File: src/rtl/lss_pkg.sv
// ----------------------------------------------------------------------------
// lss_pkg: shared types and constants of the lidar scan segmenter
// Holds the work item passed from the front to the back and the CORDIC
// arctangent table.
// ----------------------------------------------------------------------------
package lss_pkg;

	localparam int RANGE_W = 16;
	localparam int LOCAL_W = 18;
	localparam int WORLD_W = 25;
	localparam int COUNT_W = 16;
	localparam int CFG_AW = 5;

	localparam logic [2:0] REG_ANGLE_START = 3'd0;
	localparam logic [2:0] REG_ANGLE_STEP = 3'd1;
	localparam logic [2:0] REG_RANGE_LIMIT = 3'd2;
	localparam logic [2:0] REG_GAP = 3'd3;
	localparam logic [2:0] REG_POSE_X = 3'd4;
	localparam logic [2:0] REG_POSE_Y = 3'd5;
	localparam logic [2:0] REG_YAW_COS = 3'd6;
	localparam logic [2:0] REG_YAW_SIN = 3'd7;

	localparam logic KIND_SEGMENT = 1'b0;
	localparam logic KIND_SUMMARY = 1'b1;

	localparam logic signed [33:0] CORDIC_GAIN = 34'sd652032874;

	// one sample as classified by the front: local point plus flags
	typedef struct packed {
		logic signed [LOCAL_W-1:0] lx;
		logic signed [LOCAL_W-1:0] ly;
		logic valid;
		logic last;
	} lss_item_t;

	typedef struct packed {
		logic kind;
		logic signed [WORLD_W-1:0] sx;
		logic signed [WORLD_W-1:0] sy;
		logic signed [WORLD_W-1:0] ex;
		logic signed [WORLD_W-1:0] ey;
		logic [COUNT_W-1:0] count;
	} lss_result_t;

	function automatic logic signed [33:0] atan_turn(input logic [4:0] i);
		logic signed [33:0] v;
		begin
			case (i)
				5'd0: v = 34'sd536870912;
				5'd1: v = 34'sd316933406;
				5'd2: v = 34'sd167458907;
				5'd3: v = 34'sd85004756;
				5'd4: v = 34'sd42667331;
				5'd5: v = 34'sd21354465;
				5'd6: v = 34'sd10679838;
				5'd7: v = 34'sd5340245;
				5'd8: v = 34'sd2670163;
				5'd9: v = 34'sd1335087;
				5'd10: v = 34'sd667544;
				5'd11: v = 34'sd333772;
				5'd12: v = 34'sd166886;
				5'd13: v = 34'sd83443;
				5'd14: v = 34'sd41722;
				5'd15: v = 34'sd20861;
				5'd16: v = 34'sd10430;
				5'd17: v = 34'sd5215;
				5'd18: v = 34'sd2608;
				5'd19: v = 34'sd1304;
				5'd20: v = 34'sd652;
				5'd21: v = 34'sd326;
				5'd22: v = 34'sd163;
				5'd23: v = 34'sd81;
				default: v = 34'sd0;
			endcase
			return v;
		end
	endfunction

endpackage

File: src/rtl/lss_front.sv
// ----------------------------------------------------------------------------
// lss_front: sample front end
// Runs the iterative CORDIC on the beam angle, scales by range, saturates
// to the local point and hands one item to the queue.
// ----------------------------------------------------------------------------
module lss_front #(
	parameter int ANGLE_BITS = 24,
	parameter int CORDIC_STEPS = 16
) (
	input  logic clk,
	input  logic arst_n,
	input  logic in_valid,
	output logic in_ready,
	input  logic [lss_pkg::RANGE_W-1:0] range_mm,
	input  logic range_invalid,
	input  logic last_of_scan,
	input  logic [ANGLE_BITS-1:0] angle_start,
	input  logic [ANGLE_BITS-1:0] angle_step,
	input  logic angle_load,
	input  logic [lss_pkg::RANGE_W-1:0] range_limit,
	output logic item_valid,
	input  logic item_ready,
	output lss_pkg::lss_item_t item
);
	import lss_pkg::*;

	localparam logic [2:0] ST_IDLE = 3'd0;
	localparam logic [2:0] ST_ROT = 3'd1;
	localparam logic [2:0] ST_MUL = 3'd2;
	localparam logic [2:0] ST_RND = 3'd3;
	localparam logic [2:0] ST_OUT = 3'd4;
	localparam int SW = $clog2(CORDIC_STEPS + 1);

	logic [2:0] state_q;
	logic [SW-1:0] step_q;
	logic [ANGLE_BITS-1:0] beam_q;
	logic signed [33:0] x_q, y_q, z_q;
	logic [1:0] quad_q;
	logic [RANGE_W-1:0] range_q;
	logic valid_q, last_q;
	logic signed [51:0] px_q, py_q;
	lss_item_t item_q;

	logic [31:0] a32;
	logic signed [33:0] z0, xs, ys, c_v, s_v;
	logic [1:0] q0;
	logic signed [51:0] rx, ry;

	assign a32 = 32'(beam_q) << (32 - ANGLE_BITS);
	assign xs = x_q >>> step_q;
	assign ys = y_q >>> step_q;

	always_comb begin
		z0 = $signed({4'd0, a32[29:0]});
		q0 = a32[31:30];
		if (a32[29]) begin
			z0 = z0 - 34'sd1073741824;
			q0 = q0 + 2'd1;
		end
		case (quad_q)
			2'd0: begin c_v = x_q; s_v = y_q; end
			2'd1: begin c_v = -y_q; s_v = x_q; end
			2'd2: begin c_v = -x_q; s_v = -y_q; end
			default: begin c_v = y_q; s_v = -x_q; end
		endcase
		rx = px_q + 52'sd536870912;
		ry = py_q + 52'sd536870912;
	end

	function automatic logic signed [LOCAL_W-1:0] sat_local(input logic signed [51:0] v);
		logic signed [51:0] t;
		begin
			t = v >>> 30;
			if (t > 52'sd131071) return 18'sh1FFFF;
			if (t < -52'sd131072) return 18'sh20000;
			return t[LOCAL_W-1:0];
		end
	endfunction

	assign in_ready = (state_q == ST_IDLE);
	assign item_valid = (state_q == ST_OUT);
	assign item = item_q;

	always_ff @(posedge clk or negedge arst_n) begin
		if (!arst_n) begin
			state_q <= ST_IDLE;
			step_q <= '0;
			beam_q <= '0;
		end else begin
			if (angle_load) beam_q <= angle_start;
			case (state_q)
				ST_IDLE: begin
					if (in_valid) begin
						range_q <= range_mm;
						valid_q <= !range_invalid && (range_mm < range_limit);
						last_q <= last_of_scan;
						x_q <= CORDIC_GAIN;
						y_q <= '0;
						z_q <= z0;
						quad_q <= q0;
						step_q <= '0;
						state_q <= ST_ROT;
					end
				end
				ST_ROT: begin
					// one micro-rotation per cycle
					if (!z_q[33]) begin
						x_q <= x_q - ys;
						y_q <= y_q + xs;
						z_q <= z_q - atan_turn(5'(step_q));
					end else begin
						x_q <= x_q + ys;
						y_q <= y_q - xs;
						z_q <= z_q + atan_turn(5'(step_q));
					end
					step_q <= step_q + 1'b1;
					if (step_q == SW'(CORDIC_STEPS - 1)) state_q <= ST_MUL;
				end
				ST_MUL: begin
					px_q <= 52'($signed({1'b0, range_q})) * 52'(c_v);
					py_q <= 52'($signed({1'b0, range_q})) * 52'(s_v);
					state_q <= ST_RND;
				end
				ST_RND: begin
					item_q.lx <= sat_local(rx);
					item_q.ly <= sat_local(ry);
					item_q.valid <= valid_q;
					item_q.last <= last_q;
					state_q <= ST_OUT;
				end
				ST_OUT: begin
					if (item_ready) begin
						// advance the beam angle, or reload it at end of scan
						if (last_q) beam_q <= angle_start;
						else beam_q <= beam_q + angle_step;
						state_q <= ST_IDLE;
					end
				end
				default: state_q <= ST_IDLE;
			endcase
		end
	end

endmodule

File: config.mk
export PLATFORM = sky130hd
export DESIGN_NAME = lss_front
export DESIGN_NICKNAME = d
export VERILOG_FILES = /design/src/rtl/lss_pkg.sv /design/src/rtl/lss_front.sv
export SDC_FILE = /design/constraint.sdc
export NUM_CORES = 2
export LEC_CHECK = 0
export BUFFER_PORTS_ARGS = -buffer_cell sky130_fd_sc_hd__clkbuf_2
export CAP_MARGIN = 0
export CELL_PAD_IN_SITES_DETAIL_PLACEMENT = 0
export CELL_PAD_IN_SITES_GLOBAL_PLACEMENT = 2
export CORE_MARGIN = 4
export CORE_UTILIZATION = 39
export CTS_CLUSTER_DIAMETER = 120
export DETAILED_ROUTE_END_ITERATION = 7
export PLACE_DENSITY = 0.9
export SYNTH_ARGS = -nofsm -noshare
export SYNTH_HDL_FRONTEND = slang
export SYNTH_SLANG_ARGS = --single-unit
File: constraint.sdc
create_clock -name clk -period 12 [get_ports clk]
set_clock_uncertainty 0.1 [all_clocks]
set_input_delay 2.4 -clock clk [delete_from_list [all_inputs] [get_ports clk]]
set_output_delay 2.4 -clock clk [all_outputs]
set_load 0.01 [all_outputs]
* Yosys cells after proc, flatten, opt, wreduce, memory -nomap -nowiden *
Memory sizes are Yosys's and may differ from the RTL's.
Cells that the tools add are included.

storage, ports and cells
  memories kept = 2
  register bits = 296
  bits in read-only memories = 1,920
  output and inout port bits = 40
  logic and storage cells = 107
  input bits = 87

memories
  name             depth  width  rd ports  clocked after memory_dff  write ports  RTL line       source
  (no name shown)  32     30     1         0                         0            lss_pkg.sv:48  case (i)
  (no name shown)  32     30     1         0                         0            lss_pkg.sv:48

operators by class
  reductions and logical operators = 11
  multiply operators = 2
  add/subtract/negate cells = 14
  equality and inequality tests = 10
  $lt $le $gt $ge = 5
  shift operators = 2
  muxes and demuxes = 45

operators by type and width
  kind                                                             number
  2-to-1 mux 34 bit                                                11
  one-hot mux 34 bit (2 select lines)                              3
  one-hot mux 34 bit (3 select lines)                              2
  2-to-1 mux 18 bit                                                8
  adder 52 x 31 -> 52 bit, second input constant                   2
  adder 34 bit                                                     3
  multiplier 17 x 34 -> 51 bit                                     2
  subtractor 34 bit                                                3
  2-to-1 mux 24 bit                                                4
  negator 34 bit                                                   2
  >>> shifter 34 x 5 -> 34 bit                                     2
  greater-than comparator 22 x 18 -> 1 bit, second input constant  2
  < comparator 22 x 18 -> 1 bit, second input constant             2
  subtractor 30 x 31 -> 32 bit, second input constant              1
  adder 24 bit                                                     1
  < comparator 16 bit                                              1
  one-hot mux 3 bit (5 select lines)                               1
  2-to-1 mux 1 bit                                                 10
  one-hot mux 5 bit (2 select lines)                               1
  2-to-1 mux 3 bit                                                 3
  AND reduction 3 bit                                              3
  == test 3 x 2 -> 1 bit, second input constant                    2
  AND reduction 2 bit                                              3
  adder 5 x 1 -> 5 bit, second input constant                      1
  15 further kinds                                                 16

* Depth between registers and ports, before layout *
  depth in word-level cells = 8
  depth in mapped cells = 37

* Worst setup path before layout *
OpenSTA, ideal clock, no wires.

  path type = register to register
  from = register y_q[1]
  to = register px_q[50] (data pin)
  path buffers = 1
  setup time = 0.260 ns
  stages on the path, launching flop included = 36
  data arrival time = 9.319 ns
  data required time = 11.640 ns
  path slack = 2.321 ns
  cell sequence = edfxtp_1 > inv_1 > ha_1 > or3b_4 > or3_4 > or3_4 > or3_4 > nor3_4 > nand2b_2 > nor4_1 > nor2_1 > xnor2_1 > a21oi_1 > clkbuf_1 > nand2_1 > fa_1 > fa_1 > fa_1 > inv_1 > fa_1 > fa_1 > inv_1 > fa_1 > inv_1 > ha_1 > nand2_1 > nor2_1 > and3_1 > and3_1 > a2111oi_0 > a21oi_1 > a31o_2 > a211o_1 > o31a_1 > a21oi_1 > xnor2_1

between the ends
  longest elaborated chain between the ends = 3

ends and longest elaborated chain
  what                                   RTL line          source
  from (decl)                            lss_front.sv:37   logic signed [33:0] x_q, y_q, z_q;
  from (signal assigned)                 lss_front.sv:109  y_q <= y_q + xs;
  from (signal assigned)                 lss_front.sv:113  y_q <= y_q - xs;
  negator 34 bit                         lss_front.sv:62   2'd1: begin c_v = -y_q; s_v = x_q; end
  one-hot mux 34 bit (3 select lines) *  lss_front.sv:60   case (quad_q)
  multiplier 17 x 34 -> 51 bit *         lss_front.sv:120  px_q <= 52'($signed({1'b0, range_q})) * 52'(c_v);
  to (signal assigned)                   lss_front.sv:120
  to (decl)                              lss_front.sv:41   logic signed [51:0] px_q, py_q;

Mark *: on every way between the ends. The rest lies on a longest branch, timed or not.
A chain may end at the register's enable or synchronous reset.

* Worst setup path in the final report *
  from = register y_q[4]
  to = register py_q[50] (data pin)

between the ends
  longest elaborated chain between the ends = 3

ends and longest elaborated chain
  what                                   RTL line          source
  negator 34 bit                         lss_front.sv:63   2'd2: begin c_v = -x_q; s_v = -y_q; end
  one-hot mux 34 bit (3 select lines) *  lss_front.sv:60
  multiplier 17 x 34 -> 51 bit *         lss_front.sv:121  py_q <= 52'($signed({1'b0, range_q})) * 52'(s_v);
  to (signal assigned)                   lss_front.sv:121
  to (decl)                              lss_front.sv:41

Marked as above.

==> results.tsv <==
metric	value	unit
die_w	402.6	um
maxCapViolCount	0	
synthTopCellsByArea	fa_1, edfxtp_1, ha_1, inv_1, nand2_1	
startpoint_type	register	
holdBufCountCts	0	
areaGrowthSynthToFinish	5.742	%
tightest_slew	1.163	ns
grt_usage	0.2162	
grt_max_degree	118	
first_pass_iters	6	
num-fill-cells	15300	
worst-path-max-fanout	16	
synth_seq_area_share	0.1141	
crit_top_cell	fa_1	
avgRoutedWirePerCell	19.78	um
layout.nets	8188	
worst_hold_startpoint	valid_q$_DFFE_PP_	
num_vias	46460	
yosysWarnings	0	
clkTransAtPathRegs	0.06	ns
portBuffers	126	
path_class	reg -> reg	
synth_fp_nets	8280	
stdcell_count	8746	
whs_path_depth	0	
root_buffer	clkbuf_16	
grt_pass1_vias	49490	
yosysUniqueCellTypes	119	
final_util	0.4159	
dp.cells	8690	
drtIter0Drc	3049	
cts_tree	done	
cts_resized	0	
grt_overflow_total	0	
whs	0.3379	ns
r2r_end	py_q[50]$_DFFE_PP_	
min-delay-path-class	reg -> reg	
crit_path_max_incr_delay	1.05	ns
routed_wl	173.0	mm
arrival	11.32	ns
slew_headroom	0.2044	
die_area	0.1621	mm2
period_minus_slack	11.00	ns
dp.final_hpwl	133.3	mm
synth-edff-count	204	
io_pins	127	
synth_top_area_share	0.3408	
drive_gt1_frac	0.07372	
cp-end-kind	register	
status	complete, no violations	
ys_seq_elements	236	
grt_pass1_wl	280.4	mm
rsz0062_at_grt	no	
numClockSinks	236	
postCtsSetupBuffers	0	
viasPerCell	5.312	
worstSetupStartpoint	y_q[4]$_SDFFCE_PN0P_	
netlist_area	0.06073	mm2
async_flop_share	0.1356	
synth_area_leader_cell	fa_1	
route.detailed.drc	0	
finalCritPeriodShare	0.9171	
crit_path_top_delay_cell	a2111oi_0	
rr_worst_depth	31	
htreeDepth	1	
r2r-start	y_q[4]$_SDFFCE_PN0P_	
rows	144	
syn_inst	6770	
maxClockFrequency	90.87	MHz
cts_buffers	30	
finalHoldViolCount	0	
gp_congestion	0.9045	
finalSetupTns	0	ns
core	0.1544	mm2
start_util	0.3933	
postRouteAntennaNets	0	
r2r_slack	1.0	ns
clk_latency	0.66	ns
setup_viol	0	
antenna_found_initial	6	
synth_ff_type	edfxtp_1	
clockBufferDepth	3	
crit_required	12.31	ns
finalMaxSlewViolations	0	
whs_endpoint	item[1]$_DFFE_PP_	
synth.avg_cell_area	8.971	um2
die_h	402.6	um
==> metrics by stage <==
stage | instance area, um2 | setup WS (ns)
after floorplan | 60730 | 2.321
after global placement | 63160 | 1.221
after detailed placement | 63160 | 1.105
after CTS | 64220 | 1.108
after global routing | 64220 | 0.4706
final | 64220 | 0.9951
==> cells by family (layout without fill, tap and decap cells) <==
group	count (synthesis)	after routing	synth area share
AO/OA/AOI/OAI	927	927	0.09609
other	0	1	0
XOR/XNOR	364	364	0.05262
multiplexers	178	178	0.04897
AND/OR/NAND/NOR	2062	2062	0.1642
adder cells (fa/ha/maj)	1423	1423	0.4210
flip-flops	236	236	0.1141
buffers and inverters	1580	1511	0.1031
==> worst max-delay path, delay by kind of cell (launching register included) <==
| family | cells | cell delay [ns] |
|---|---|---|
| AOI/OAI and AO/OA | 7 | 2.86 |
| DFF | 1 | 0.54 |
| and+or+nand+nor | 11 | 2.90 |
| buffers and inverters | 4 | 0.32 |
| muxes | 1 | 0.69 |
| xor gates and xnor gates | 1 | 0.12 |
| adders and majority gates | 7 | 3.23 |
==> final cells by class <==
cell class	count	area (um2)	share of cell area
inverter	1225	4598	0.07160
tap	2044	2557	0.03982
clock inverter	25	309.0	0.004812
antenna	1	2.502	0.00003897
clock buffer	30	750.7	0.01169
sequential	236	6938	0.1080
multi-input combinational	4954	47620	0.7415
timing repair buffer	231	1444	0.02248
==> cells in the mapped netlist, types with 9 or more instances <==
library cell / number
o31ai_1: 25
a211oi_1: 23
nor4_1: 21
inv_1: 1222
or4_1: 10
nand3_1: 58
mux4_1: 9
buf_6: 25
and2_1: 414
a21boi_0: 14
nor2_1: 283
o31a_1: 10
a31oi_1: 41
nor3_1: 65
mux2i_1: 55
fa_1: 1034
dfrtp_1: 32
a2111oi_0: 9
o21a_1: 33
o22ai_1: 22
buf_2: 17
xnor2_1: 215
clkbuf_1: 270
a21oi_1: 272
and4_1: 13
nand4_1: 25
o221ai_1: 12
ha_1: 389
o21bai_1: 19
or3_1: 24
nor3b_1: 11
o21ai_0: 233
or2_2: 12
nand2b_1: 38
buf_1: 25
nor2b_1: 50
a21o_1: 98
mux4_2: 77
xor2_1: 148
o211ai_1: 22
and3_1: 33
a22oi_1: 12
nand2_1: 950
edfxtp_1: 204
mux2_2: 34
==> how the worst max path moves through the flow <==
stage	cells past startpoint	slack (ns)	endpoint
finish	31	1.0	py_q[50]$_DFFE_PP_
detailed placement	31	1.11	py_q[50]$_DFFE_PP_
floorplan	35	2.32	px_q[50]$_DFFE_PP_
CTS	31	1.11	py_q[50]$_DFFE_PP_
global route	33	0.47	py_q[50]$_DFFE_PP_
global placement	31	1.22	py_q[50]$_DFFE_PP_
==> sequential cells by signal (all words and copies together) (netlist names) <==
register and count:
beam_q 24, item 38, last_q 1, px_q 22
py_q 22, quad_q 2, range_q 16, state_q 3
step_q 5, valid_q 1, x_q 34, y_q 34
z_q 34
==> cells in the final DEF (no fill, tap or decap), types with 13 or more instances in the layout <==
cell type     n
dfrtp_1      27
nor4_1       21
and3_1       31
o211ai_1     22
a21oi_1     271
o31ai_1      25
mux2_2       34
a211oi_1     23
or3_1        24
xor2_1      148
o21ai_0     209
nand2_1     950
nor3_1       65
a21boi_0     14
inv_1      1222
fa_1       1034
o22ai_1      22
edfxtp_1    204
nor2_1      281
a31oi_1      41
clkbuf_16    30
mux4_2       77
buf_4       103
and2_1      414
ha_1        389
o21a_1       33
xnor2_1     215
o21ai_1      15
o21bai_1     19
mux2i_1      53
nand4_1      25
a21o_1       98
clkbuf_2    126
nor2b_1      49
nand3_1      58
and4_1       13
nand2b_1     38
==> per-layer routing <==
layer / vias up / global-route usage / wire [um]
met5: - / 0 / 0
met4: 0 / 0.04361 / 3953
met3: 221 / 0.02604 / 10730
met2: 1326 / 0.3636 / 81040
met1: 23630 / 0.3016 / 77230
li1: 21280 / - / -
Power is left out: the tool's default activity adds up to more than one toggle a clock period on the data nets, which glitch-free logic cannot reach.
