$ cat src/rtl/lss_pkg.sv
// ----------------------------------------------------------------------------
// lss_pkg: shared types and constants of the lidar scan segmenter
// Holds the work item passed from the front to the back and the CORDIC
// arctangent table.
// ----------------------------------------------------------------------------
package lss_pkg;

	localparam int RANGE_W = 16;
	localparam int LOCAL_W = 18;
	localparam int WORLD_W = 25;
	localparam int COUNT_W = 16;
	localparam int CFG_AW = 5;

	localparam logic [2:0] REG_ANGLE_START = 3'd0;
	localparam logic [2:0] REG_ANGLE_STEP = 3'd1;
	localparam logic [2:0] REG_RANGE_LIMIT = 3'd2;
	localparam logic [2:0] REG_GAP = 3'd3;
	localparam logic [2:0] REG_POSE_X = 3'd4;
	localparam logic [2:0] REG_POSE_Y = 3'd5;
	localparam logic [2:0] REG_YAW_COS = 3'd6;
	localparam logic [2:0] REG_YAW_SIN = 3'd7;

	localparam logic KIND_SEGMENT = 1'b0;
	localparam logic KIND_SUMMARY = 1'b1;

	localparam logic signed [33:0] CORDIC_GAIN = 34'sd652032874;

	// one sample as classified by the front: local point plus flags
	typedef struct packed {
		logic signed [LOCAL_W-1:0] lx;
		logic signed [LOCAL_W-1:0] ly;
		logic valid;
		logic last;
	} lss_item_t;

	typedef struct packed {
		logic kind;
		logic signed [WORLD_W-1:0] sx;
		logic signed [WORLD_W-1:0] sy;
		logic signed [WORLD_W-1:0] ex;
		logic signed [WORLD_W-1:0] ey;
		logic [COUNT_W-1:0] count;
	} lss_result_t;

	function automatic logic signed [33:0] atan_turn(input logic [4:0] i);
		logic signed [33:0] v;
		begin
			case (i)
				5'd0: v = 34'sd536870912;
				5'd1: v = 34'sd316933406;
				5'd2: v = 34'sd167458907;
				5'd3: v = 34'sd85004756;
				5'd4: v = 34'sd42667331;
				5'd5: v = 34'sd21354465;
				5'd6: v = 34'sd10679838;
				5'd7: v = 34'sd5340245;
				5'd8: v = 34'sd2670163;
				5'd9: v = 34'sd1335087;
				5'd10: v = 34'sd667544;
				5'd11: v = 34'sd333772;
				5'd12: v = 34'sd166886;
				5'd13: v = 34'sd83443;
				5'd14: v = 34'sd41722;
				5'd15: v = 34'sd20861;
				5'd16: v = 34'sd10430;
				5'd17: v = 34'sd5215;
				5'd18: v = 34'sd2608;
				5'd19: v = 34'sd1304;
				5'd20: v = 34'sd652;
				5'd21: v = 34'sd326;
				5'd22: v = 34'sd163;
				5'd23: v = 34'sd81;
				default: v = 34'sd0;
			endcase
			return v;
		end
	endfunction

endpackage

$ cat src/rtl/lss_queue.sv
// ----------------------------------------------------------------------------
// lss_queue: two-entry item queue between front and back
// ----------------------------------------------------------------------------
module lss_queue (
	input  logic clk,
	input  logic arst_n,
	input  logic wr_valid,
	output logic wr_ready,
	input  lss_pkg::lss_item_t wr_item,
	output logic rd_valid,
	input  logic rd_ready,
	output lss_pkg::lss_item_t rd_item
);
	import lss_pkg::*;

	lss_item_t mem_q [2];
	logic wp_q, rp_q;
	logic [1:0] cnt_q;
	logic push, pop;

	assign wr_ready = (cnt_q != 2'd2);
	assign rd_valid = (cnt_q != 2'd0);
	assign rd_item = mem_q[rp_q];
	assign push = wr_valid && wr_ready;
	assign pop = rd_valid && rd_ready;

	always_ff @(posedge clk or negedge arst_n) begin
		if (!arst_n) begin
			wp_q <= 1'b0;
			rp_q <= 1'b0;
			cnt_q <= 2'd0;
		end else begin
			if (push) begin
				mem_q[wp_q] <= wr_item;
				wp_q <= ~wp_q;
			end
			if (pop) rp_q <= ~rp_q;
			cnt_q <= cnt_q + {1'b0, push} - {1'b0, pop};
		end
	end

endmodule

$ cat config.mk
export PLATFORM = sky130hd
export DESIGN_NAME = lss_queue
export DESIGN_NICKNAME = d
export VERILOG_FILES = /design/src/rtl/lss_pkg.sv /design/src/rtl/lss_queue.sv
export SDC_FILE = /design/constraint.sdc
export NUM_CORES = 1
export LEC_CHECK = 0
export BUFFER_PORTS_ARGS = -buffer_cell sky130_fd_sc_hd__buf_2
export CAP_MARGIN = 10
export CORE_UTILIZATION = 23
export CTS_CLUSTER_SIZE = 40
export DETAILED_ROUTE_END_ITERATION = 16
export PLACE_DENSITY_LB_ADDON = 0.1
export SYNTH_ARGS = -nofsm -noshare
export SYNTH_HDL_FRONTEND = slang
export SYNTH_SLANG_ARGS = --single-unit
$ cat constraint.sdc
create_clock -name clk -period 9.11 [get_ports clk]
set_input_delay 0.911 -clock clk [delete_from_list [all_inputs] [get_ports clk]]
set_output_delay 0.911 -clock clk [all_outputs]
set_load 0.01 [all_outputs]
* Yosys cells after proc, flatten, opt, wreduce, memory -nomap -nowiden
Memories as Yosys holds them, arrays and structs flattened.
Cells that the tools add are included.
** Operators by class
- Add/sub/neg operators :: 2
- Equality and inequality tests :: 1
- Mux-type cells :: 2
- Bitwise gates (word level) :: 2
- Reductions and logical operators :: 4
** Operators with widths (count)
- $logic_and 1x1->1 :: 3
- $add 2x1->2 :: 1
- $mux 1 :: 2
- $ne 2x2->1 const B :: 1
- $not 1->1 :: 2
- $reduce_bool 2->1 :: 1
- $sub 2x1->2 :: 1
** Storage, ports and cells
- Register bits :: 4
- Bits in writable memories :: 76
- Input bits :: 42
- Output and inout bits :: 40
- Logic and storage cells :: 15
- Memories :: 1
** Memories
- mem_q :: depth 2, width 38, rd ports 1, clocked after Yosys merged registers in 0, write ports 1, RTL line lss_queue.sv:16 : lss_item_t mem_q [2];

* Logic depth before layout (Yosys ltp)
Gate-level depths: netlist of run 1.
- Depth in word-level cells :: 5
- Mapped depth :: 7
- Mapped depth without buffers :: 7

* Least setup slack after synthesis of run 1
Ideal clock, no wire load.
- Path kind :: input to register
- From :: in wr_valid
- To :: mem mem_q[0][0] (netlist name) (enable)
- Setup time :: 0.488 ns
- Arrival time :: 3.845 ns
- Required time :: 8.622 ns
- Slack :: 4.777 ns
- Cell stages on the path :: 2
- Path through :: nand2_1 nor3b_1
** On the way
- Cells in the longest elaborated chain, start to end :: 4
** Ends and longest elaborated chain
- start: declaration :: RTL line lss_queue.sv:7 : input logic wr_valid,
- $logic_and 1x1->1 :: RTL line lss_queue.sv:24 : assign push = wr_valid && wr_ready;
- $mux 1 :: RTL line lss_queue.sv:33 : if (push) begin
- $logic_and 1x1->1 (not written as such) :: RTL line lss_queue.sv:34 : mem_q[wp_q] <= wr_item;
- $mux 1 (not written as such) :: RTL line lss_queue.sv:34
- end: declaration :: RTL line lss_queue.sv:16
No other way between the ends.

==> flow_summary.rst, run 1 <==
.. list-table::
   :header-rows: 1

   * - Metric
     - Value
   * - Outcome
     - finished clean
   * - Root buffer cell
     - sky130_fd_sc_hd__clkbuf_16
   * - Post-detailed-route count of antenna-violating nets
     - 0
   * - IO buf count
     - 81
   * - Static leakage
     - 1.453 nW
   * - Effective utilization at floorplan
     - 23.63%
   * - Vias in the first global route
     - 1548
   * - Final worst path period need
     - 2.877 ns
   * - Post-synthesis cell type count
     - 17
   * - Portion of the clock cycle consumed by the worst path in the final layout
     - 31.58%
   * - Total Neg Setup Slack
     - 0 ns
   * - Post-CTS clock slew at the launch and capture registers of the worst setup and hold paths
     - 0.06 ns
   * - Count of inserted antenna diode cells
     - 0
   * - Via count normalized by instance count
     - 3.720
   * - Power density over the cells
     - 295.8 mW/mm^2
   * - Portion of netlist area occupied by mux cells
     - 15.55%
   * - Classification of the worst setup path
     - reg2out
   * - Wire length of the first global-routing pass
     - 8.362 mm
   * - Mean Syn Cell Area
     - 22.18 sq um
   * - Number of buffers and inverters on the critical path
     - 1
   * - Number of antenna violations at the first check in global routing
     - 0
   * - Highest ir drop seen on vdd
     - 0.1312 mV
   * - EDFF count, synth
     - 76
   * - # IOs
     - 82
   * - Detailed Route WL
     - 5.674 mm
   * - Vias after detailed routing
     - 1488
   * - WHS
     - 0.3952 ns
   * - Final-stage net count
     - 268
   * - Hold buffer count at CTS
     - 0
   * - Insertion delay of the later-clocked pin in the worst-skew pair
     - 0.33 ns
   * - Simple-gate portion of the synthesized area
     - 1.379%
   * - Post-Synth Adder-Cell Area
     - 0.8358%
   * - Clk sinks
     - 80
   * - Maximum clock skew at final layout
     - 0.003610 ns
   * - Number of max-slew violations in the final report
     - 0
   * - Growth of design area from synthesis to finish
     - 29.96%
   * - Horiz. Die Dim
     - 116.1 um
   * - Most used flip-flop cell after synthesis
     - sky130_fd_sc_hd__edfxtp_1
   * - Number of levels the H-tree was split into
     - 3
   * - Ratio of cells with drive above 1 in the final layout
     - 60.09%
   * - Total congestion overflow after global routing
     - 0
   * - Number of DRC markers in iteration 0
     - 43
   * - Number of rows created at floorplan
     - 41
   * - Most common library cell in the layout ignoring fill and taps
     - sky130_fd_sc_hd__buf_2
   * - Kind of cell adding the most delay to the critical path
     - flip-flops
   * - Max stage delay on crit path
     - 1.07 ns
   * - Startpoint type of the worst setup path
     - flip-flop
   * - Fmax
     - 347.6 MHz
   * - Maximum Capacitance Violations
     - 0
   * - Total Routing Usage GR
     - 8.940%
   * - Biggest fanout along the worst timing path
     - 39
   * - Arrival time at the worst endpoint
     - 1.97 ns
   * - Worst Setup SP
     - rp_q$_DFFE_PN0P_
   * - Post-CTS setup buffer count
     - 0
   * - Number of buffers between clock root and the deepest sink
     - 2
   * - DRC violation count after routing
     - 0
   * - Part of the Yosys area used for sequential elements
     - 79.57%
   * - Number of buffers created by CTS
     - 9
   * - Die height
     - 116.1 um
   * - Final estimated routing congestion in global placement
     - 0.6592
   * - Core footprint
     - 0.01267 sq mm
   * - Min-Delay Path Class
     - in2async
   * - Number of search-and-repair iterations in the first detailed-routing pass
     - 4
   * - Total half-perimeter wirelength after legalization and detailed placement
     - 3.435 mm
   * - Async set-reset flop share out of synthesis
     - 5.000%
   * - Number of instances resized during post-cts repair
     - 0
   * - Fill cell instance count of the final layout
     - 1302
   * - Gate count after technology mapping
     - 135
   * - Crit path required time
     - 8.20 ns
   * - Largest family of logic cells by synthesized area
     - multiplexers
   * - Final number of setup-violating endpoints
     - 0
   * - Unrepaired setup endpoints after global routing
     - false
   * - Pin count of the biggest net entering global routing
     - 40
   * - Slew @ Worst Pin
     - 1.061 ns
   * - Max-slew headroom
     - 29.28%
   * - Kind of capture point of the worst setup path
     - primary output
   * - Complex-gate fraction of the synthesized area
     - 0%
   * - Startpoint of the lowest-slack register-to-register path
     - cnt_q[1]$_DFF_PN0_
   * - Post-synthesis register bit count
     - 80
   * - Share of the core filled with cells in the final layout
     - 30.71%
   * - Commonest cells after routing, fill and taps aside
     - sky130_fd_sc_hd__buf_2, sky130_fd_sc_hd__edfxtp_1, sky130_fd_sc_hd__mux2_2, sky130_fd_sc_hd__mux2_4, sky130_fd_sc_hd__clkbuf_16
   * - Final hold viol count
     - 0
   * - Net count after synthesis
     - 179
   * - Number of warnings reported in the yosys synthesis log
     - 0
   * - Netlist Area Pre-Place
     - 0.002994 sq mm
   * - Clock tree from TritonCTS
     - yes
   * - Final routed wire length divided by cell count
     - 14.19 um
   * - Cell Chain, Critical Path
     - mux2_2, buf_2
   * - Overall die area
     - 0.01348 sq mm
   * - Xor and xnor area share after synthesis
     - 1.170%
   * - Cell at the slowest stage of the critical path
     - sky130_fd_sc_hd__dfrtp_2
[cell families after synthesis]
| kind of cell | count (synthesis) |
|---|---|
| flops | 80 |
| mux | 38 |
| simple gates | 6 |
| buf+inv | 5 |
| xor+xnor | 4 |
| fa+ha+maj | 2 |
[worst reg2reg max path: stages (launching register included)]
cell and delay, ns:
sky130_fd_sc_hd__dfrtp_1 0.41, sky130_fd_sc_hd__nand2b_1 0.12, sky130_fd_sc_hd__and4_2 0.97
[sequential cells by signal (all words and copies together), names as in the netlist]
register	cells
cnt_q	2
wp_q	1
mem_q	76
rp_q	1
[worst paths after layout]
check / to / slack, ns / cells past startpoint
setup / recovery: rd_item[2] / 6.23 / 2
hold / removal: cnt_q[0]$_DFF_PN0_ / 0.40 / 1
setup reg to reg: mem_q[1][24]$_DFFE_PP_ / 7.21 / 2
hold reg to reg: wp_q$_DFFE_PN0P_ / 0.52 / 1
max in group asynchronous: rp_q$_DFFE_PN0P_ / 8.56 / 1
min in group clk: wp_q$_DFFE_PN0P_ / 0.52 / 1
[per-stage QoR]
| step | setup slack, ns | instance area [sq um] | cells | total power [W] |
|---|---|---|---|---|
| finish | 6.233 | 3891 | 400 | 0.001151 |
| global route | 6.075 | 3891 | 400 | 0.001214 |
| CTS | 6.136 | 3891 | 400 | 0.001176 |
| detailed placement | 6.502 | 3588 | 385 | 0.0008009 |
| global placement | 6.477 | 3588 | 385 | 0.0008037 |
| floorplan | 4.777 | 2994 | 135 | 0.0007009 |
[area by class of cell]
type | instances | area (sq um) | area share, %
clock buffers | 11 | 232.7 | 5.981
well taps | 172 | 215.2 | 5.531
inverters | 1 | 3.754 | 0.09646
multi-input cells | 50 | 573.1 | 14.73
flip-flops and latches | 80 | 2384 | 61.25
repair buffers | 82 | 412.9 | 10.61
clock inverters | 4 | 70.07 | 1.801
[cells in the mapped netlist (2+ instances only)]
library cell	count	area [sq um]
sky130_fd_sc_hd__edfxtp_1	76	2282
sky130_fd_sc_hd__ha_1	2	25.02
sky130_fd_sc_hd__dfrtp_1	4	100.1
sky130_fd_sc_hd__xnor2_1	3	26.28
sky130_fd_sc_hd__mux2_4	10	150.1
sky130_fd_sc_hd__buf_4	2	15.01
sky130_fd_sc_hd__mux2_2	28	315.3
[power breakdown]
group	switching (W)	leakage, nW	internal, W	total (W)
clock network	0.000131	0.149	0.000238	0.000369
logic	0.000117	0.564	0.000149	0.000266
registers	0.0000542	0.740	0.000461	0.000516
total	0.000302	1.45	0.000848	0.00115
[layer usage]
layer / up-vias / part of all wire (%) / global-route usage (%)
li1: 702 / - / -
met1: 720 / 47 / 10.65
met2: 57 / 44 / 13.77
met3: 9 / 7.0 / 3.996
met4: 0 / 1.7 / 4.359
met5: - / 0 / 0
Power figures use the tool's default switching activity.
==> inputs of run 2 (changes only) <==
ABC_AREA = 1   (was not set)
clock period = 2.8 ns   (was 9.11 ns; I/O delays follow)
==> run 2 against run 1 <==
- synthesized cell count grew 72%
- clock-buffer cell count is the same
- die area is essentially flat
- worst setup slack lost 5.4 ns
- hold slack lost 0.26 ns
- final area is essentially flat
- first-iteration DRC count grew 51%
- critical path type unchanged
- highest routed layer unchanged
==> flow_summary.rst, run 2 <==
.. list-table::
   :header-rows: 1

   * - Metric
     - Value
   * - Total congestion overflow after global routing
     - 0 (unchanged)
   * - Core footprint
     - 0.01267 sq mm (unchanged)
   * - Sequential share of power
     - 41.3% (-3.5 points)
   * - Power density over the cells
     - 958.2 mW/mm^2 (+220%)
   * - Number of buffers created by CTS
     - 9 (unchanged)
   * - Highest ir drop seen on vdd
     - 0.4167 mV (+220%)
   * - Fmax
     - 513.1 MHz
   * - Slew @ Worst Pin
     - 0.7583 ns (-0.3025 ns)
   * - Xor and xnor area share after synthesis
     - 0% (-1.2 points)
   * - WL met2
     - 3.020 mm (+20%)
   * - Number of antenna violations at the first check in global routing
     - 0 (unchanged)
   * - Clk sinks
     - 80 (unchanged)
   * - Root buffer cell
     - sky130_fd_sc_hd__clkbuf_16
   * - Startpoint type of the worst setup path
     - flip-flop
   * - Insertion delay of the later-clocked pin in the worst-skew pair
     - 0.33 ns (about the same)
   * - Final cell count without fillers
     - 497 (+24%)
   * - Wire length the detailed router placed on met1
     - 2.909 mm (+9.2%)
   * - Library cell with the highest instance count after synthesis
     - sky130_fd_sc_hd__nand2_1
   * - Final number of setup-violating endpoints
     - 0 (unchanged)
   * - Simple-gate portion of the synthesized area
     - 16.83% (+15 points)
   * - Final estimated routing congestion in global placement
     - 0.6853 (+4.0%)
   * - Post-CTS setup buffer count
     - 0 (unchanged)
   * - Total half-perimeter wirelength after legalization and detailed placement
     - 3.884 mm (+13%)
   * - Number of buffers between clock root and the deepest sink
     - 2 (unchanged)
   * - Highest metal layer with signal wires
     - met4
   * - Netlist Area Pre-Place
     - 0.002995 sq mm (about the same)
   * - Most used flip-flop cell after synthesis
     - sky130_fd_sc_hd__edfxtp_1
   * - Most frequent cells after synthesis
     - sky130_fd_sc_hd__nand2_1, sky130_fd_sc_hd__edfxtp_1, sky130_fd_sc_hd__inv_1
   * - Min-Delay Path Class
     - in2reg
   * - Effective utilization at floorplan
     - 23.64% (about the same)
   * - Mean Syn Cell Area
     - 12.91 sq um (-42%)
   * - Via count normalized by instance count
     - 3.773 (+1.4%)
   * - Gate count after technology mapping
     - 232 (+72%)
   * - Wire length of the first global-routing pass
     - 10.18 mm (+22%)
   * - Placed cells
     - 480 (+25%)
   * - Fill cell instance count of the final layout
     - 1314 (+0.92%)
   * - Pin count of the biggest net entering global routing
     - 40 (unchanged)
   * - Async set-reset flop share out of synthesis
     - 5.000% (unchanged)
   * - Vias after detailed routing
     - 1875 (+26%)
   * - Complex-gate fraction of the synthesized area
     - 0% (unchanged)
   * - Number of warnings reported in the yosys synthesis log
     - 0 (unchanged)
   * - Post-detailed-route count of antenna-violating nets
     - 0 (unchanged)
   * - Post-Synth Adder-Cell Area
     - 0.8354% (about the same)
   * - Final hold viol count
     - 0 (unchanged)
   * - Total Routing Usage GR
     - 10.56% (+1.6 points)
   * - Overall die area
     - 0.01348 sq mm (about the same)
   * - Ratio of cells with drive above 1 in the final layout
     - 31.69% (-28 points)
   * - Maximum Capacitance Violations
     - 0 (unchanged)
   * - NetSw
     - 0.001246 W (+310%)
   * - Post-synthesis cell type count
     - 10 (-7)
   * - Number of levels the H-tree was split into
     - 3 (unchanged)
   * - Static leakage
     - 1.655 nW (+14%)
   * - Classification of the worst setup path
     - reg2out
   * - Hold buffer count at CTS
     - 1 (+1)
   * - Number of search-and-repair iterations in the first detailed-routing pass
     - 4 (unchanged)
   * - Final worst path period need
     - 1.949 ns
   * - Number of instances resized during post-cts repair
     - 0 (unchanged)
   * - Most flop-heavy register
     - mem_q
   * - Switching Share
     - 33.42% (+7.1 points)
   * - Count of inserted antenna diode cells
     - 0 (unchanged)
   * - Vias in the first global route
     - 1897 (+23%)
   * - Portion of the clock cycle consumed by the worst path in the final layout
     - 69.61%
   * - Growth of design area from synthesis to finish
     - 29.87% (about the same)
   * - Registers with the highest flip-flop counts
     - mem_q x76, cnt_q x2
   * - Detailed Route WL
     - 6.586 mm (+16%)
   * - Biggest fanout along the worst timing path
     - 39 (unchanged)
   * - DRC violation count after routing
     - 0 (unchanged)
   * - Clock network fraction of total power
     - 28.8% (-3.2 points)
   * - Unrepaired setup endpoints after global routing
     - false
   * - Final-stage net count
     - 364 (+36%)
   * - Combinational cell fraction of total power
     - 29.9% (+6.7 points)
   * - Part of the Yosys area used for sequential elements
     - 79.53% (about the same)
   * - WHS
     - 0.1319 ns (-0.2633 ns)
   * - Crit path required time
     - 2.52 ns (-5.68 ns)
   * - # IOs
     - 82 (unchanged)
   * - Commonest cells after routing, fill and taps aside
     - sky130_fd_sc_hd__nand2_1, sky130_fd_sc_hd__buf_2, sky130_fd_sc_hd__edfxtp_1, sky130_fd_sc_hd__clkbuf_16, sky130_fd_sc_hd__inv_1
   * - IO buf count
     - 81 (unchanged)
   * - Max FFs per register
     - 76 (unchanged)
   * - Outcome
     - finished clean
   * - Area share of the largest cell type after synthesis
     - 76.19% (about the same)
   * - Most common library cell in the layout ignoring fill and taps
     - sky130_fd_sc_hd__nand2_1
   * - Net count after synthesis
     - 276 (+54%)
   * - Portion of netlist area occupied by mux cells
     - 0% (-16 points)
   * - Post-synthesis register bit count
     - 80 (unchanged)
   * - Largest area contributor in the synthesized netlist
     - sky130_fd_sc_hd__edfxtp_1
   * - Total power
     - 0.003728 W (+220%)
   * - Post-CTS clock slew at the launch and capture registers of the worst setup and hold paths
     - 0.06 ns (about the same)
   * - Pint
     - 0.002482 W (+190%)
   * - Number of DRC markers in iteration 0
     - 65 (+51%)
   * - Max-slew headroom
     - 49.37% (+20 points)
   * - Sum of met3 wire segment lengths after detailed routing
     - 547 um (+38%)
   * - Synth area leaders
     - sky130_fd_sc_hd__edfxtp_1, sky130_fd_sc_hd__nand2_1, sky130_fd_sc_hd__dfrtp_1
   * - Die height
     - 116.1 um (about the same)
   * - Kind of capture point of the worst setup path
     - primary output
   * - Final routed wire length divided by cell count
     - 13.25 um (-6.6%)
   * - Clock tree from TritonCTS
     - yes
   * - Maximum clock skew at final layout
     - 0.008022 ns (+0.004412 ns)
   * - Horiz. Die Dim
     - 116.1 um (about the same)
   * - Total Neg Setup Slack
     - 0 ns (unchanged)
   * - EDFF count, synth
     - 76 (unchanged)
   * - Number of rows created at floorplan
     - 41 (unchanged)
   * - Number of max-slew violations in the final report
     - 0 (unchanged)
   * - Largest family of logic cells by synthesized area
     - simple AND/OR/NAND/NOR gates
   * - Arrival time at the worst endpoint
     - 1.67 ns (-0.30 ns)
run 2: cell count changes after synthesis, sizes merged:
| cell | previous run | this run |
|---|---|---|
| xnor2 | 3 | 0 |
| xor2 | 1 | 0 |
| nand2b | 1 | 0 |
| or2 | 1 | 0 |
| nor3b | 1 | 0 |
| and4 | 1 | 0 |
| and2 | 1 | 0 |
| nand2 | 1 | 127 |
| nor2 | 0 | 2 |
| inv | 1 | 9 |
| mux2 | 38 | 0 |
| buf | 4 | 8 |
| nand3 | 0 | 4 |
run 2: final cells by class:
class                   instances  area, sq um  share of cell area, %
inverters                       9        33.78                 0.8684
clock inverters                 5        32.53                 0.8363
multi-input cells             135        544.3                  13.99
well taps                     172        215.2                  5.532
repair buffers                 85        437.9                  11.26
clock buffers                  11        242.7                  6.240
flip-flops and latches         80         2384                  61.27
run 2: path summary, 6_finish.rpt:
kind	from	cells past startpoint	endpoint	slack, ns
max	rp_q$_DFFE_PN0P_	4	rd_item[35]	0.85
min	wr_item[5]	1	mem_q[0][5]$_DFFE_PP_	0.13
max reg2reg	cnt_q[0]$_DFF_PN0_	5	mem_q[0][36]$_DFFE_PP_	1.17
min reg2reg	cnt_q[0]$_DFF_PN0_	1	cnt_q[0]$_DFF_PN0_	0.51
max in group asynchronous	arst_n	2	rp_q$_DFFE_PN0P_	2.36
min in group asynchronous	arst_n	2	cnt_q[0]$_DFF_PN0_	0.29
run 2: per-stage QoR:
stage | utilization, % | area, sq um | setup slack, ns
after floorplan | - | 2995 | 0.1147
after global placement | 28.45 | 3605 | 1.144
after detailed placement | 28.45 | 3605 | 1.134
after CTS | 30.70 | 3890 | 0.7884
after global routing | 30.70 | 3890 | 0.6895
final | 30.70 | 3890 | 0.8509
run 2: routing by layer:
layer	GRT usage, %	vias up
met1	12.23	858
met3	4.515	8
met4	4.103	0
li1	-	944
met5	0	-
met2	17.30	65
run 2: power by group through the flow:
stage	clock [W]	sequential [W]	combinational, W
final	0.00107	0.00154	0.00111
after global routing	0.00115	0.00156	0.00129
after CTS	0.00111	0.00154	0.00116
after detailed placement	0	0.00157	0.00116
after global placement	0	0.00157	0.00116
after floorplan	0	0.00157	0.000681
run 2: cells by family after synthesis:
logic type | count (synthesis)
adder cells (fa/ha/maj) | 2
flip-flops | 80
AND/OR/NAND/NOR | 133
buffers and inverters | 17
run 2: critical path, stage by stage, from the launching register on:
cell and delay, ns:
sky130_fd_sc_hd__dfrtp_2 0.40, sky130_fd_sc_hd__inv_2 0.55, sky130_fd_sc_hd__nand2_1 0.12, sky130_fd_sc_hd__nand2_1 0.10
sky130_fd_sc_hd__buf_2 0.14
==> inputs of run 3 (changes only) <==
clock period = 1.8 ns   (was 2.8 ns; I/O delays follow)
==> run 3 against run 2 <==
- final cell count up 1.0%
- hold slack lost 0.096 ns
- sequential power is 56% higher
- sequential share of layout area fell by 2.2 points
- non-clock buffer count grew 5
- core utilization up 1.1 points
- first-iteration DRC count unchanged
- die area did not move
- sequential cell count stayed put
- clock skew is 0.00094 ns lower
- via count is 1.2% lower
==> flow_summary.rst, run 3 (synthesized netlist as in run 2, its figures left out) <==
.. list-table::
   :header-rows: 1

   * - Metric
     - Value
   * - Number of DRC markers in iteration 0
     - 65 (unchanged)
   * - Pre-CTS setup slack
     - 0.3686 ns (-0.7654 ns)
   * - Power density over the cells
     - 1554 mW/mm^2 (+62%)
   * - DRC violation count after routing
     - 0 (unchanged)
   * - Slew @ Worst Pin
     - 0.3424 ns (-0.4159 ns)
   * - Most flop-heavy register
     - mem_q
   * - Fmax
     - 629.1 MHz
   * - Insertion delay of the later-clocked pin in the worst-skew pair
     - 0.33 ns (about the same)
   * - Post-detailed-route count of antenna-violating nets
     - 0 (unchanged)
   * - Ratio of cells with drive above 1 in the final layout
     - 32.73% (+1.0 points)
   * - Classification of the worst setup path
     - reg2out
   * - Worst path setup slack after routing
     - 0.2104 ns (-0.6405 ns)
   * - Final-stage net count
     - 369 (+1.4%)
   * - Registers with the highest flip-flop counts
     - mem_q x76, cnt_q x2
   * - Total power
     - 0.006271 W (+68%)
   * - Max FFs per register
     - 76 (unchanged)
   * - Number of buffers created by CTS
     - 9 (unchanged)
   * - Number of levels the H-tree was split into
     - 3 (unchanged)
   * - Maximum clock skew at final layout
     - 0.007083 ns (-0.0009392 ns)
   * - Count of inserted antenna diode cells
     - 0 (unchanged)
   * - Share of the core filled with cells in the final layout
     - 31.85% (+1.1 points)
   * - Startpoint type of the worst setup path
     - flip-flop
   * - Total Routing Usage GR
     - 10.17% (-0.39 points)
   * - Outcome
     - finished clean
   * - Commonest cells after routing, fill and taps aside
     - sky130_fd_sc_hd__nand2_1, sky130_fd_sc_hd__buf_2, sky130_fd_sc_hd__edfxtp_1, sky130_fd_sc_hd__clkbuf_16, sky130_fd_sc_hd__inv_1
   * - Post-CTS setup buffer count
     - 0 (unchanged)
   * - Number of buffers between clock root and the deepest sink
     - 2 (unchanged)
   * - Post-CTS clock slew at the launch and capture registers of the worst setup and hold paths
     - 0.06 ns (about the same)
   * - Number of max-slew violations in the final report
     - 0 (unchanged)
   * - Length in cells of the worst reg-to-reg path
     - 4 (-1)
   * - Hold path cells
     - 1 (unchanged)
   * - Highest ir drop seen on vdd
     - 0.4819 mV (+16%)
   * - Crit path required time
     - 1.62 ns (-0.90 ns)
   * - Final estimated routing congestion in global placement
     - 0.7171 (+4.6%)
   * - Max-slew headroom
     - 77.17% (+28 points)
   * - Detailed Route WL
     - 6.313 mm (-4.1%)
   * - Via count normalized by instance count
     - 3.691 (-2.2%)
   * - Unrepaired setup endpoints after global routing
     - false
   * - Clock tree from TritonCTS
     - yes
   * - Number of rows created at floorplan
     - 41 (unchanged)
   * - Total half-perimeter wirelength after legalization and detailed placement
     - 4.095 mm (+5.4%)
   * - Kind of capture point of the worst setup path
     - primary output
   * - Portion of the clock cycle consumed by the worst path in the final layout
     - 88.31%
   * - Pin count of the biggest net entering global routing
     - 30 (-25%)
   * - Core footprint
     - 0.01267 sq mm (unchanged)
   * - Final routed wire length divided by cell count
     - 12.58 um (-5.1%)
   * - Maximum Capacitance Violations
     - 0 (unchanged)
   * - Vias after detailed routing
     - 1853 (-1.2%)
   * - Static leakage
     - 1.729 nW (+4.5%)
   * - Final hold viol count
     - 0 (unchanged)
   * - IO buf count
     - 81 (unchanged)
   * - Min-Delay Path Class
     - in2reg
   * - Vias in the first global route
     - 1710 (-9.9%)
   * - Growth of design area from synthesis to finish
     - 34.71%
   * - Wire length of the first global-routing pass
     - 9.597 mm (-5.7%)
   * - Arrival time at the worst endpoint
     - 1.41 ns (-0.26 ns)
   * - Total Neg Setup Slack
     - 0 ns (unchanged)
   * - Root buffer cell
     - sky130_fd_sc_hd__clkbuf_16
   * - Final worst path period need
     - 1.590 ns
   * - Effective utilization at floorplan
     - 23.64% (unchanged)
   * - Most common library cell in the layout ignoring fill and taps
     - sky130_fd_sc_hd__nand2_1
   * - Die height
     - 116.1 um (unchanged)
   * - Number of antenna violations at the first check in global routing
     - 0 (unchanged)
   * - Final number of setup-violating endpoints
     - 0 (unchanged)
   * - Number of search-and-repair iterations in the first detailed-routing pass
     - 4 (unchanged)
   * - # IOs
     - 82 (unchanged)
   * - Total congestion overflow after global routing
     - 0 (unchanged)
   * - Horiz. Die Dim
     - 116.1 um (unchanged)
   * - Clk sinks
     - 80 (unchanged)
   * - Biggest fanout along the worst timing path
     - 22 (-44%)
   * - Overall die area
     - 0.01348 sq mm (unchanged)
==> run 3: final cells by class <==
class | instances | area [sq um]
fill | 1263 | 8636
sequential | 80 | 2384
multi-input combinational | 135 | 544.3
timing repair buffer | 90 | 513.0
clock buffer | 10 | 229.0
tap | 172 | 215.2
clock inverter | 6 | 116.4
inverter | 9 | 33.78
==> run 3: worst paths after layout <==
path	startpoint	to	slack, ns
worst max-delay path	rp_q$_DFFE_PN0P_	rd_item[35]	0.21
worst min register to register	wp_q$_DFFE_PN0P_	wp_q$_DFFE_PN0P_	0.50
worst min-delay path	wr_item[28]	mem_q[0][28]$_DFFE_PP_	0.04
max in group asynchronous	arst_n	rp_q$_DFFE_PN0P_	1.45
worst max register to register	cnt_q[1]$_DFF_PN0_	mem_q[0][15]$_DFFE_PP_	0.38
min in group asynchronous	arst_n	cnt_q[1]$_DFF_PN0_	0.20
==> run 3: metrics by stage <==
step	instances	hold slack [ns]	cell area (sq um)
floorplan	232	-0.1156	3010
global placement	485	0.004120	3680
detailed placement	485	0.006670	3680
CTS	502	0.02477	4035
global route	502	0.02216	4035
finish	502	0.03597	4035
==> run 3: repair_timing <==
action	in CTS	in global routing
hold endpoints to repair	4	0
gates resized for setup	0	0
hold buffers	1	0
==> run 3: power by group <==
part	switching (W)	total (W)	internal, W
Combinational	0.00117	0.00181	0.000640
Clock	0.000704	0.00207	0.00136
Sequential	0.0000688	0.00240	0.00233
Total	0.00194	0.00627	0.00433
==> run 3: routing by layer <==
| metal | vias up | wire length [um] | track usage (%) |
|---|---|---|---|
| met1 | 830 | 2831 | 13.29 |
| met2 | 57 | 3050 | 15.08 |
| li1 | 959 | - | - |
| met5 | - | 0 | 0 |
| met3 | 7 | 358 | 3.062 |
| met4 | 0 | 72 | 5.641 |
==> run 3: critical path, cell delays in order, from the launching register on <==
cell and delay, ns:
sky130_fd_sc_hd__dfrtp_2 0.42, sky130_fd_sc_hd__inv_2 0.06, sky130_fd_sc_hd__buf_4 0.28, sky130_fd_sc_hd__nand2_1 0.09, sky130_fd_sc_hd__nand2_1 0.10, sky130_fd_sc_hd__buf_2 0.14
